### src/design/psc_pkg.sv
// ----------------------------------------------------------------------------
// psc_pkg: shared types and constants of the PID speed controller
// Field widths, datapath widths, control word encoding and the microprogram.
// ----------------------------------------------------------------------------
package psc_pkg;

  localparam int SumW    = 32;
  localparam int SpeedW  = 16;
  localparam int ErrW    = SpeedW + 1;
  localparam int FracSh  = 16;
  localparam int BigW    = ErrW + FracSh;
  localparam int SmW     = BigW;
  localparam int DiffW   = BigW + 1;
  localparam int DW      = ErrW + 1 + FracSh;
  localparam int GainW   = 24;
  localparam int AlphaW  = 16;
  localparam int LimW    = 10;
  localparam int DutyW   = LimW + 1;
  localparam int MulAW   = (SumW > DiffW) ? SumW : DiffW;
  localparam int MulBW   = GainW + 1;
  localparam int ProdW   = MulAW + MulBW;
  localparam int AccW    = SumW + 44;
  localparam int OutSh   = 36;
  localparam int QW      = AccW - OutSh;
  localparam int AddrW   = 5;
  localparam int DataW   = 32;
  localparam int StepW   = 4;

  typedef struct packed {
    logic signed [SpeedW-1:0] target_speed;
    logic signed [SpeedW-1:0] measured_speed;
  } in_item_t;

  typedef struct packed {
    logic signed [DutyW-1:0] duty;
    logic                    clamped;
  } out_item_t;

  typedef struct packed {
    logic signed [GainW-1:0] prop_gain;
    logic signed [GainW-1:0] integ_gain;
    logic signed [GainW-1:0] deriv_gain;
    logic                    deriv_mode;
    logic [AlphaW-1:0]       filter_alpha;
    logic [LimW-1:0]         output_limit;
  } cfg_t;

  localparam cfg_t CfgReset = '{
    prop_gain:    24'sd30802,
    integ_gain:   24'sd17236,
    deriv_gain:   -24'sd5243,
    deriv_mode:   1'b0,
    filter_alpha: 16'd32768,
    output_limit: 10'd100
  };

  typedef enum logic [1:0] {A_ERR, A_SUM, A_DIFF, A_D} mul_a_sel_t;
  typedef enum logic [1:0] {B_PG, B_IG, B_DG, B_ALPHA} mul_b_sel_t;
  typedef enum logic [1:0] {ACC_HOLD, ACC_ADD16, ACC_ADD} acc_op_t;
  typedef enum logic [2:0] {OP_NOP, OP_SUM, OP_FILT, OP_DFILT, OP_DRAW, OP_DONE} dp_op_t;
  typedef enum logic [1:0] {JMP_NONE, JMP_ALWAYS, JMP_RAW} jmp_t;

  typedef struct packed {
    mul_a_sel_t       mul_a;
    mul_b_sel_t       mul_b;
    logic             mul_en;
    acc_op_t          acc;
    dp_op_t           op;
    jmp_t             jmp;
    logic [StepW-1:0] target;
  } ctl_word_t;

  typedef struct packed {
    logic      load;
    logic      fire;
    ctl_word_t word;
  } dp_ctl_t;

  localparam logic [StepW-1:0] StepSum   = 4'd0;
  localparam logic [StepW-1:0] StepAccP  = 4'd1;
  localparam logic [StepW-1:0] StepFilt  = 4'd2;
  localparam logic [StepW-1:0] StepAccI  = 4'd3;
  localparam logic [StepW-1:0] StepDFilt = 4'd4;
  localparam logic [StepW-1:0] StepDRaw  = 4'd5;
  localparam logic [StepW-1:0] StepMulD  = 4'd6;
  localparam logic [StepW-1:0] StepAccD  = 4'd7;
  localparam logic [StepW-1:0] StepDone  = 4'd8;

  function automatic ctl_word_t ucode(input logic [StepW-1:0] step);
    ctl_word_t w;
    w = '{mul_a: A_ERR, mul_b: B_PG, mul_en: 1'b0, acc: ACC_HOLD,
          op: OP_NOP, jmp: JMP_NONE, target: StepSum};
    unique case (step)
      StepSum: begin
        w.op = OP_SUM;  w.mul_a = A_ERR;  w.mul_b = B_PG;    w.mul_en = 1'b1;
      end
      StepAccP: begin
        w.acc = ACC_ADD16; w.mul_a = A_DIFF; w.mul_b = B_ALPHA; w.mul_en = 1'b1;
      end
      StepFilt: begin
        w.op = OP_FILT; w.mul_a = A_SUM;  w.mul_b = B_IG;    w.mul_en = 1'b1;
      end
      StepAccI: begin
        w.acc = ACC_ADD16; w.jmp = JMP_RAW; w.target = StepDRaw;
      end
      StepDFilt: begin
        w.op = OP_DFILT; w.jmp = JMP_ALWAYS; w.target = StepMulD;
      end
      StepDRaw: begin
        w.op = OP_DRAW;
      end
      StepMulD: begin
        w.mul_a = A_D; w.mul_b = B_DG; w.mul_en = 1'b1;
      end
      StepAccD: begin
        w.acc = ACC_ADD;
      end
      StepDone: begin
        w.op = OP_DONE;
      end
      default: begin
        w.op = OP_DONE;
      end
    endcase
    return w;
  endfunction

endpackage

### src/design/psc_cfg.sv
// ----------------------------------------------------------------------------
// psc_cfg: configuration register file
// APB-style write and read access to gains, derivative mode, filter and limit.
// ----------------------------------------------------------------------------
module psc_cfg (
  input  logic                      clk,
  input  logic                      rst_n,
  input  logic                      psel,
  input  logic                      penable,
  input  logic                      pwrite,
  input  logic [psc_pkg::AddrW-1:0] paddr,
  input  logic [psc_pkg::DataW-1:0] pwdata,
  output logic [psc_pkg::DataW-1:0] prdata,
  output logic                      pready,
  output psc_pkg::cfg_t             cfg
);
  import psc_pkg::*;

  localparam logic [2:0] RegProp  = 3'd0;
  localparam logic [2:0] RegInteg = 3'd1;
  localparam logic [2:0] RegDeriv = 3'd2;
  localparam logic [2:0] RegMode  = 3'd3;
  localparam logic [2:0] RegAlpha = 3'd4;
  localparam logic [2:0] RegLimit = 3'd5;

  cfg_t       cfg_r;
  cfg_t       cfg_nxt;
  logic [2:0] idx;
  logic       wr;

  assign idx    = paddr[AddrW-1:2];
  assign wr     = psel && penable && pwrite && pready;
  assign pready = 1'b1;
  assign cfg    = cfg_r;

  always_comb begin
    cfg_nxt = cfg_r;
    if (wr) begin
      unique case (idx)
        RegProp:  cfg_nxt.prop_gain    = pwdata[GainW-1:0];
        RegInteg: cfg_nxt.integ_gain   = pwdata[GainW-1:0];
        RegDeriv: cfg_nxt.deriv_gain   = pwdata[GainW-1:0];
        RegMode:  cfg_nxt.deriv_mode   = pwdata[0];
        RegAlpha: cfg_nxt.filter_alpha = pwdata[AlphaW-1:0];
        RegLimit: cfg_nxt.output_limit = pwdata[LimW-1:0];
        default:  cfg_nxt = cfg_r;
      endcase
    end
  end

  always_comb begin
    unique case (idx)
      RegProp:  prdata = DataW'(cfg_r.prop_gain);
      RegInteg: prdata = DataW'(cfg_r.integ_gain);
      RegDeriv: prdata = DataW'(cfg_r.deriv_gain);
      RegMode:  prdata = DataW'(cfg_r.deriv_mode);
      RegAlpha: prdata = DataW'(cfg_r.filter_alpha);
      RegLimit: prdata = DataW'(cfg_r.output_limit);
      default:  prdata = '0;
    endcase
  end

  always_ff @(posedge clk) begin
    if (!rst_n) begin
      cfg_r <= CfgReset;
    end else begin
      cfg_r <= cfg_nxt;
    end
  end

endmodule

### src/design/psc_seq.sv
// ----------------------------------------------------------------------------
// psc_seq: microprogram sequencer
// Step counter over the control ROM with conditional and unconditional jumps, input handshake and output hold.
// ----------------------------------------------------------------------------
module psc_seq (
  input  logic             clk,
  input  logic             rst_n,
  input  logic             in_valid,
  output logic             in_stall,
  input  logic             deriv_mode,
  input  logic             out_hold,
  output psc_pkg::dp_ctl_t ctl
);
  import psc_pkg::*;

  logic             busy_r;
  logic [StepW-1:0] step_r;
  ctl_word_t        word;
  logic             accept;
  logic             fire;
  logic             take_jump;

  assign word     = ucode(step_r);
  assign in_stall = busy_r;
  assign accept   = in_valid && !busy_r;
  assign fire     = busy_r && !((word.op == OP_DONE) && out_hold);

  always_comb begin
    unique case (word.jmp)
      JMP_NONE:   take_jump = 1'b0;
      JMP_ALWAYS: take_jump = 1'b1;
      JMP_RAW:    take_jump = !deriv_mode;
      default:    take_jump = 1'b0;
    endcase
  end

  assign ctl.load = accept;
  assign ctl.fire = fire;
  assign ctl.word = word;

  always_ff @(posedge clk) begin
    if (!rst_n) begin
      busy_r <= 1'b0;
      step_r <= StepSum;
    end else if (accept) begin
      busy_r <= 1'b1;
      step_r <= StepSum;
    end else if (fire) begin
      if (word.op == OP_DONE) begin
        busy_r <= 1'b0;
      end else if (take_jump) begin
        step_r <= word.target;
      end else begin
        step_r <= step_r + 1'b1;
      end
    end
  end

  a_step_range: assert property (@(posedge clk) disable iff (!rst_n)
    busy_r |-> (step_r <= StepDone))
    else $error("step counter beyond program end");

  a_done_frees: assert property (@(posedge clk) disable iff (!rst_n)
    (fire && (word.op == OP_DONE)) |=> !busy_r)
    else $error("sequencer still busy after final step");

  a_accept_start: assert property (@(posedge clk) disable iff (!rst_n)
    accept |=> (busy_r && (step_r == StepSum)))
    else $error("accepted beat did not start program");

endmodule

### src/design/psc_dp.sv
// ----------------------------------------------------------------------------
// psc_dp: PID datapath
// Shared multiplier, accumulator, loop state and output register.
// ----------------------------------------------------------------------------
module psc_dp (
  input  logic               clk,
  input  logic               rst_n,
  input  psc_pkg::dp_ctl_t   ctl,
  input  psc_pkg::cfg_t      cfg,
  input  psc_pkg::in_item_t  in_data,
  input  logic               out_stall,
  output logic               out_valid,
  output psc_pkg::out_item_t out_data,
  output logic               out_hold
);
  import psc_pkg::*;

  logic signed [ErrW-1:0]   e_r;
  logic signed [SumW-1:0]   error_sum_r;
  logic signed [ErrW-1:0]   last_r;
  logic signed [SmW-1:0]    s_r;
  logic signed [DiffW-1:0]  diff_r;
  logic signed [DW-1:0]     d_r;
  logic signed [ProdW-1:0]  p_r;
  logic signed [AccW-1:0]   acc_r;
  logic                     out_valid_r;
  out_item_t                out_r;

  logic signed [BigW-1:0]         big;
  logic signed [MulAW-1:0]        mul_a;
  logic signed [MulBW-1:0]        mul_b;
  logic signed [ProdW-1:0]        prod;
  logic signed [AccW-1:0]         p_ext;
  logic signed [AccW-1:0]         acc_nxt;
  logic signed [SumW:0]           sum_wide;
  logic signed [SumW-1:0]         sum_sat;
  logic signed [ProdW-FracSh-1:0] fstep;
  logic signed [ProdW-FracSh-1:0] s_wide;
  logic signed [SmW-1:0]          s_nxt;
  logic signed [DiffW-1:0]        diff_nxt;
  logic signed [DW-1:0]           d_filt;
  logic signed [ErrW:0]           e_delta;
  logic signed [DW-1:0]           d_raw;
  logic signed [QW-1:0]           q;
  logic signed [QW-1:0]           res;
  logic signed [QW-1:0]           lim_q;
  logic signed [QW-1:0]           lim_neg;
  logic                           rem_nz;
  logic                           done_fire;
  out_item_t                      out_nxt;
  logic signed [DutyW-1:0]        lim_duty;

  assign big = {e_r, {FracSh{1'b0}}};

  always_comb begin
    case (ctl.word.mul_a)
      A_ERR:   mul_a = MulAW'(e_r);
      A_SUM:   mul_a = MulAW'(error_sum_r);
      A_DIFF:  mul_a = MulAW'(diff_r);
      A_D:     mul_a = MulAW'(d_r);
      default: mul_a = '0;
    endcase
    case (ctl.word.mul_b)
      B_PG:    mul_b = MulBW'(cfg.prop_gain);
      B_IG:    mul_b = MulBW'(cfg.integ_gain);
      B_DG:    mul_b = MulBW'(cfg.deriv_gain);
      B_ALPHA: mul_b = MulBW'({1'b0, cfg.filter_alpha});
      default: mul_b = '0;
    endcase
  end

  assign prod  = mul_a * mul_b;
  assign p_ext = AccW'(p_r);

  always_comb begin
    case (ctl.word.acc)
      ACC_ADD16: acc_nxt = acc_r + (p_ext <<< FracSh);
      ACC_ADD:   acc_nxt = acc_r + p_ext;
      default:   acc_nxt = acc_r;
    endcase
  end

  assign sum_wide = (SumW+1)'(error_sum_r) + (SumW+1)'(e_r);
  always_comb begin
    if (sum_wide[SumW] != sum_wide[SumW-1]) begin
      sum_sat = sum_wide[SumW] ? {1'b1, {(SumW-1){1'b0}}} : {1'b0, {(SumW-1){1'b1}}};
    end else begin
      sum_sat = sum_wide[SumW-1:0];
    end
  end

  assign fstep    = p_r[ProdW-1:FracSh];
  assign s_wide   = (ProdW-FracSh)'(s_r) + fstep;
  assign s_nxt    = s_wide[SmW-1:0];
  assign diff_nxt = DiffW'(big) - DiffW'(s_r);
  assign d_filt   = DW'(big) - DW'(s_r);
  assign e_delta  = (ErrW+1)'(e_r) - (ErrW+1)'(last_r);
  assign d_raw    = {e_delta, {FracSh{1'b0}}};

  assign q       = acc_r[AccW-1:OutSh];
  assign rem_nz  = |acc_r[OutSh-1:0];
  assign res     = q + QW'(acc_r[AccW-1] && rem_nz);
  assign lim_q   = QW'({1'b0, cfg.output_limit});
  assign lim_neg = -lim_q;

  always_comb begin
    if (res > lim_q) begin
      out_nxt.duty    = lim_q[DutyW-1:0];
      out_nxt.clamped = 1'b1;
    end else if (res < lim_neg) begin
      out_nxt.duty    = lim_neg[DutyW-1:0];
      out_nxt.clamped = 1'b1;
    end else begin
      out_nxt.duty    = res[DutyW-1:0];
      out_nxt.clamped = 1'b0;
    end
  end

  assign done_fire = ctl.fire && (ctl.word.op == OP_DONE);
  assign out_hold  = out_valid_r && out_stall;
  assign out_valid = out_valid_r;
  assign out_data  = out_r;
  assign lim_duty  = {1'b0, cfg.output_limit};

  always_ff @(posedge clk) begin
    if (!rst_n) begin
      error_sum_r <= '0;
      last_r      <= '0;
      s_r         <= '0;
      out_valid_r <= 1'b0;
    end else begin
      if (ctl.fire) begin
        case (ctl.word.op) inside
          OP_SUM:            error_sum_r <= sum_sat;
          OP_FILT:           s_r         <= s_nxt;
          OP_DFILT, OP_DRAW: last_r      <= e_r;
          default: ;
        endcase
      end
      if (done_fire) begin
        out_valid_r <= 1'b1;
      end else if (!out_stall) begin
        out_valid_r <= 1'b0;
      end
    end
  end

  always_ff @(posedge clk) begin
    if (ctl.load) begin
      e_r   <= ErrW'(in_data.target_speed) - ErrW'(in_data.measured_speed);
      acc_r <= '0;
    end else if (ctl.fire) begin
      acc_r <= acc_nxt;
      if (ctl.word.mul_en) begin
        p_r <= prod;
      end
      case (ctl.word.op)
        OP_SUM:   diff_r <= diff_nxt;
        OP_DFILT: d_r    <= d_filt;
        OP_DRAW:  d_r    <= d_raw;
        default: ;
      endcase
    end
    if (done_fire) begin
      out_r <= out_nxt;
    end
  end

  a_duty_bound: assert property (@(posedge clk) disable iff (!rst_n)
    out_valid_r |-> ((out_r.duty <= lim_duty) && (out_r.duty >= -lim_duty)))
    else $error("duty beyond output limit");

  a_clamp_edge: assert property (@(posedge clk) disable iff (!rst_n)
    (out_valid_r && out_r.clamped) |-> ((out_r.duty == lim_duty) || (out_r.duty == -lim_duty)))
    else $error("clamped beat not at the limit");

endmodule

### src/design/pid_speed_controller.sv
// ----------------------------------------------------------------------------
// pid_speed_controller: fixed-point PID speed loop with output clamp
// Each beat runs the 8-step microprogram, which shares one multiplier
// and one accumulator; no new beat is taken until its final step is done,
// and that step waits while the previous result is stalled at the output.
// Reset: synchronous active-low; clears integrator, last error and filter,
// loads default gains; no clearing pass, input is taken right after reset.
// ----------------------------------------------------------------------------
module pid_speed_controller (
  input  logic                      clk,
  input  logic                      rst_n,
  input  logic                      in_valid,
  output logic                      in_stall,
  input  psc_pkg::in_item_t         in_data,
  output logic                      out_valid,
  input  logic                      out_stall,
  output psc_pkg::out_item_t        out_data,
  input  logic                      psel,
  input  logic                      penable,
  input  logic                      pwrite,
  input  logic [psc_pkg::AddrW-1:0] paddr,
  input  logic [psc_pkg::DataW-1:0] pwdata,
  output logic [psc_pkg::DataW-1:0] prdata,
  output logic                      pready
);
  import psc_pkg::*;

  cfg_t    cfg;
  dp_ctl_t ctl;
  logic    out_hold;

  psc_cfg u_cfg (
    .clk     (clk),
    .rst_n   (rst_n),
    .psel    (psel),
    .penable (penable),
    .pwrite  (pwrite),
    .paddr   (paddr),
    .pwdata  (pwdata),
    .prdata  (prdata),
    .pready  (pready),
    .cfg     (cfg)
  );

  psc_seq u_seq (
    .clk        (clk),
    .rst_n      (rst_n),
    .in_valid   (in_valid),
    .in_stall   (in_stall),
    .deriv_mode (cfg.deriv_mode),
    .out_hold   (out_hold),
    .ctl        (ctl)
  );

  psc_dp u_dp (
    .clk       (clk),
    .rst_n     (rst_n),
    .ctl       (ctl),
    .cfg       (cfg),
    .in_data   (in_data),
    .out_stall (out_stall),
    .out_valid (out_valid),
    .out_data  (out_data),
    .out_hold  (out_hold)
  );

endmodule

### config.mk
export PLATFORM = sky130hd
export DESIGN_NAME = pid_speed_controller
export DESIGN_NICKNAME = d
export VERILOG_FILES = /design/src/design/psc_pkg.sv /design/src/design/psc_cfg.sv /design/src/design/psc_seq.sv /design/src/design/psc_dp.sv /design/src/design/pid_speed_controller.sv
export SDC_FILE = /design/constraint.sdc
export NUM_CORES = 2
export LEC_CHECK = 0
export ABC_AREA = 1
export BUFFER_PORTS_ARGS = -buffer_cell sky130_fd_sc_hd__buf_2
export CAP_MARGIN = 15
export CORE_MARGIN = 5
export CORE_UTILIZATION = 41
export CTS_CLUSTER_DIAMETER = 120
export DETAILED_ROUTE_END_ITERATION = 16
export SLEW_MARGIN = 20
export SYNTH_ARGS = -nofsm -noshare
export SYNTH_HDL_FRONTEND = slang
export SYNTH_HIERARCHICAL = 1
export SYNTH_SLANG_ARGS = --single-unit
### constraint.sdc
create_clock -name clk -period 26 [get_ports clk]
set_input_delay 1.3 -clock clk [delete_from_list [all_inputs] [get_ports clk]]
set_output_delay 1.3 -clock clk [all_outputs]
set_load 0.01 [all_outputs]
==> flow_summary.yaml <==
critical_path:
  max_stage_delay_ns: 0.75
  reg2regPathDepth: 32
  crit_family: "adder cells"
  cp.buffers_inverters: 10
  r2r_slack_ns: 14.74
  critPathKind: "flop to flop"
  worstReg2RegEnd: "u_dp/p_r[57]"
  arrival_ns: 11.63
  timing.rr.start: "u_seq/step_r[0]"
  required_ns: 26.37
  critPathLaunch: "u_seq/step_r[0]"
  critPathCapture: "u_dp/p_r[57]"
  cp_max_fo: 32
  cp_slowest_cell: "fa_1"
  path_depth: 32
  worst_setup_path_end_kind: "flop"
  start_kind: "flop"
placement:
  io_buffers: 111
  gp_congestion: 1.029
  dp_slack_ns: 14.92
  place.detailed.hpwl_um: 208600
clocking:
  hold_buffers: 0
  cts_root_buf: "clkbuf_16"
  clk_path_buf_depth: 3
  cts_made_buffers: 53
  cts-resized-gates: 0
  cts_sinks: 419
  h-tree-depth: 2
  cts_tree: "done"
  clk_latency_ns: 0.65
  path_clk_slew_ns: 0.06
  cts_setup_buffers: 0
sta:
  setup-violations-final: 0
  drv_slew: 0
  worstMarginPinSlew_ns: 1.036
  rsz0062_at_grt: "false"
  fin_crit_sh: 0.4332
  fin_ws_ns: 14.74
  post-route-min-period_ns: 11.26
  hold_viol_final: 0
  relSlewSlack: 0.3020
  fin_setup_tns_ns: 0
  whs_ns: 0.4592
  fin_worst_skew_ns: 0.02963
  fmax_mhz: 88.79
global_route:
  grt_overflow: 0
  grt_use_total: 0.2916
  grt_pass1_vias: 63203
  grt_max_degree: 77
  grt_first_pass_wirelength_um: 385800
  antenna_found_initial: 3
die:
  io_pins: 123
  die_x_um: 415.9
  die-area_sq_um: 173000
  coreArea_sq_um: 164400
  initial_core_util: 0.4108
  num_rows: 149
  die_y_um: 415.9
cells_and_area:
  fin_nets: 10935
  syn2layout_area_growth_pct: 6.986
  fin_util: 0.4395
  drive_above_1_share: 0.04288
route:
  totalWireLength_um: 258000
  drtPass1Iterations: 6
  first_iter_violations: 5765
  via_per_inst: 5.467
  drc: 0
  avgRoutedWirePerCell_um: 21.95
  ant_nets: 0
  vias: 64263
min_path:
  hp-class: "flop to flop"
logic_synthesis:
  syn_area_sq_um: 67550
  syn-num-nets: 10963
  yosys_warnings: 6
  postSynthCellCount: 9546
  avgSynthCellArea_sq_um: 7.077
run_status:
  status: "finished clean"
run:
  maxCapViolations: 0
## flip-flops by register name, summed over array words and instances (netlist names), 4 cells and up
| signal | count |
|---|---|
| u_cfg/cfg | 99 |
| u_dp/acc_r | 76 |
| u_dp/d_r | 34 |
| u_dp/diff_r | 34 |
| u_dp/e_r | 17 |
| u_dp/error_sum_r | 32 |
| u_dp/last_r | 17 |
| u_dp/out_data | 12 |
| u_dp/p_r | 59 |
| u_dp/s_r | 33 |
| u_seq/step_r | 4 |
## metal layers
layer | track usage | vias up | share of wire
met5 | 0 | - | 0.000027
met4 | 0.1216 | 2 | 0.051
met3 | 0.04975 | 523 | 0.086
met2 | 0.4599 | 2693 | 0.44
met1 | 0.3973 | 31267 | 0.42
li1 | - | 29778 | -
## cells in the final DEF, fill, tap and decap left out, types with 10 or more instances in the layout
master / n
a31oi_1: 47
clkinv_2: 14
or2_2: 14
xor2_1: 153
nor2_1: 1269
nor3_1: 78
xnor2_1: 49
ha_1: 468
o21ai_0: 481
fa_1: 872
a21o_1: 27
inv_1: 1757
o21a_1: 19
buf_2: 110
o21bai_1: 48
o211ai_1: 14
clkinv_1: 10
clkbuf_16: 53
nand2_2: 15
buf_4: 98
nor2_2: 18
a221oi_1: 47
nand2_1: 2125
o21ai_1: 12
nor4_1: 31
a21oi_1: 589
dfxtp_1: 263
a21boi_0: 31
nand3b_1: 25
o21ai_2: 13
nand4_1: 93
nor2_4: 17
nand3_1: 432
edfxtp_1: 156
## worst min-delay path: stages, from the launching register on
cell and delay (ns):
dfxtp_1 0.30, inv_1 0.06, a21oi_1 0.06
## worst min-delay path by stage
stage,cells after the start,slack (ns),endpoint,start
floorplan,2,0.43,u_dp/last_r[0],u_dp/last_r[0]
global placement,2,0.44,u_dp/last_r[0],u_dp/last_r[0]
detailed placement,2,0.45,u_dp/last_r[16],u_dp/last_r[16]
CTS,2,0.46,u_dp/last_r[16],u_dp/last_r[16]
global route,2,0.48,u_dp/last_r[0],u_dp/last_r[0]
finish,2,0.46,u_dp/last_r[16],u_dp/last_r[16]
## through the flow
step                      instances  instance area, sq um
after floorplan                9546                 67550
after global placement        11650                 70440
after detailed placement      11650                 70440
after CTS                     11749                 72210
after global routing          11752                 72270
final                         11754                 72270
## area by class of cell
class                      instances  area, sq um
fill                           17235        92160
multi-input combinational       7060        49810
sequential                       419         9950
inverter                        1774         6661
tap                             2189         2739
clock buffer                      66         1425
timing repair buffer             210         1341
clock inverter                    33        341.6
antenna                            3        7.507
Power is left out: the tool's default activity adds up to more than one toggle a clock period on the data nets, which glitch-free logic cannot reach.
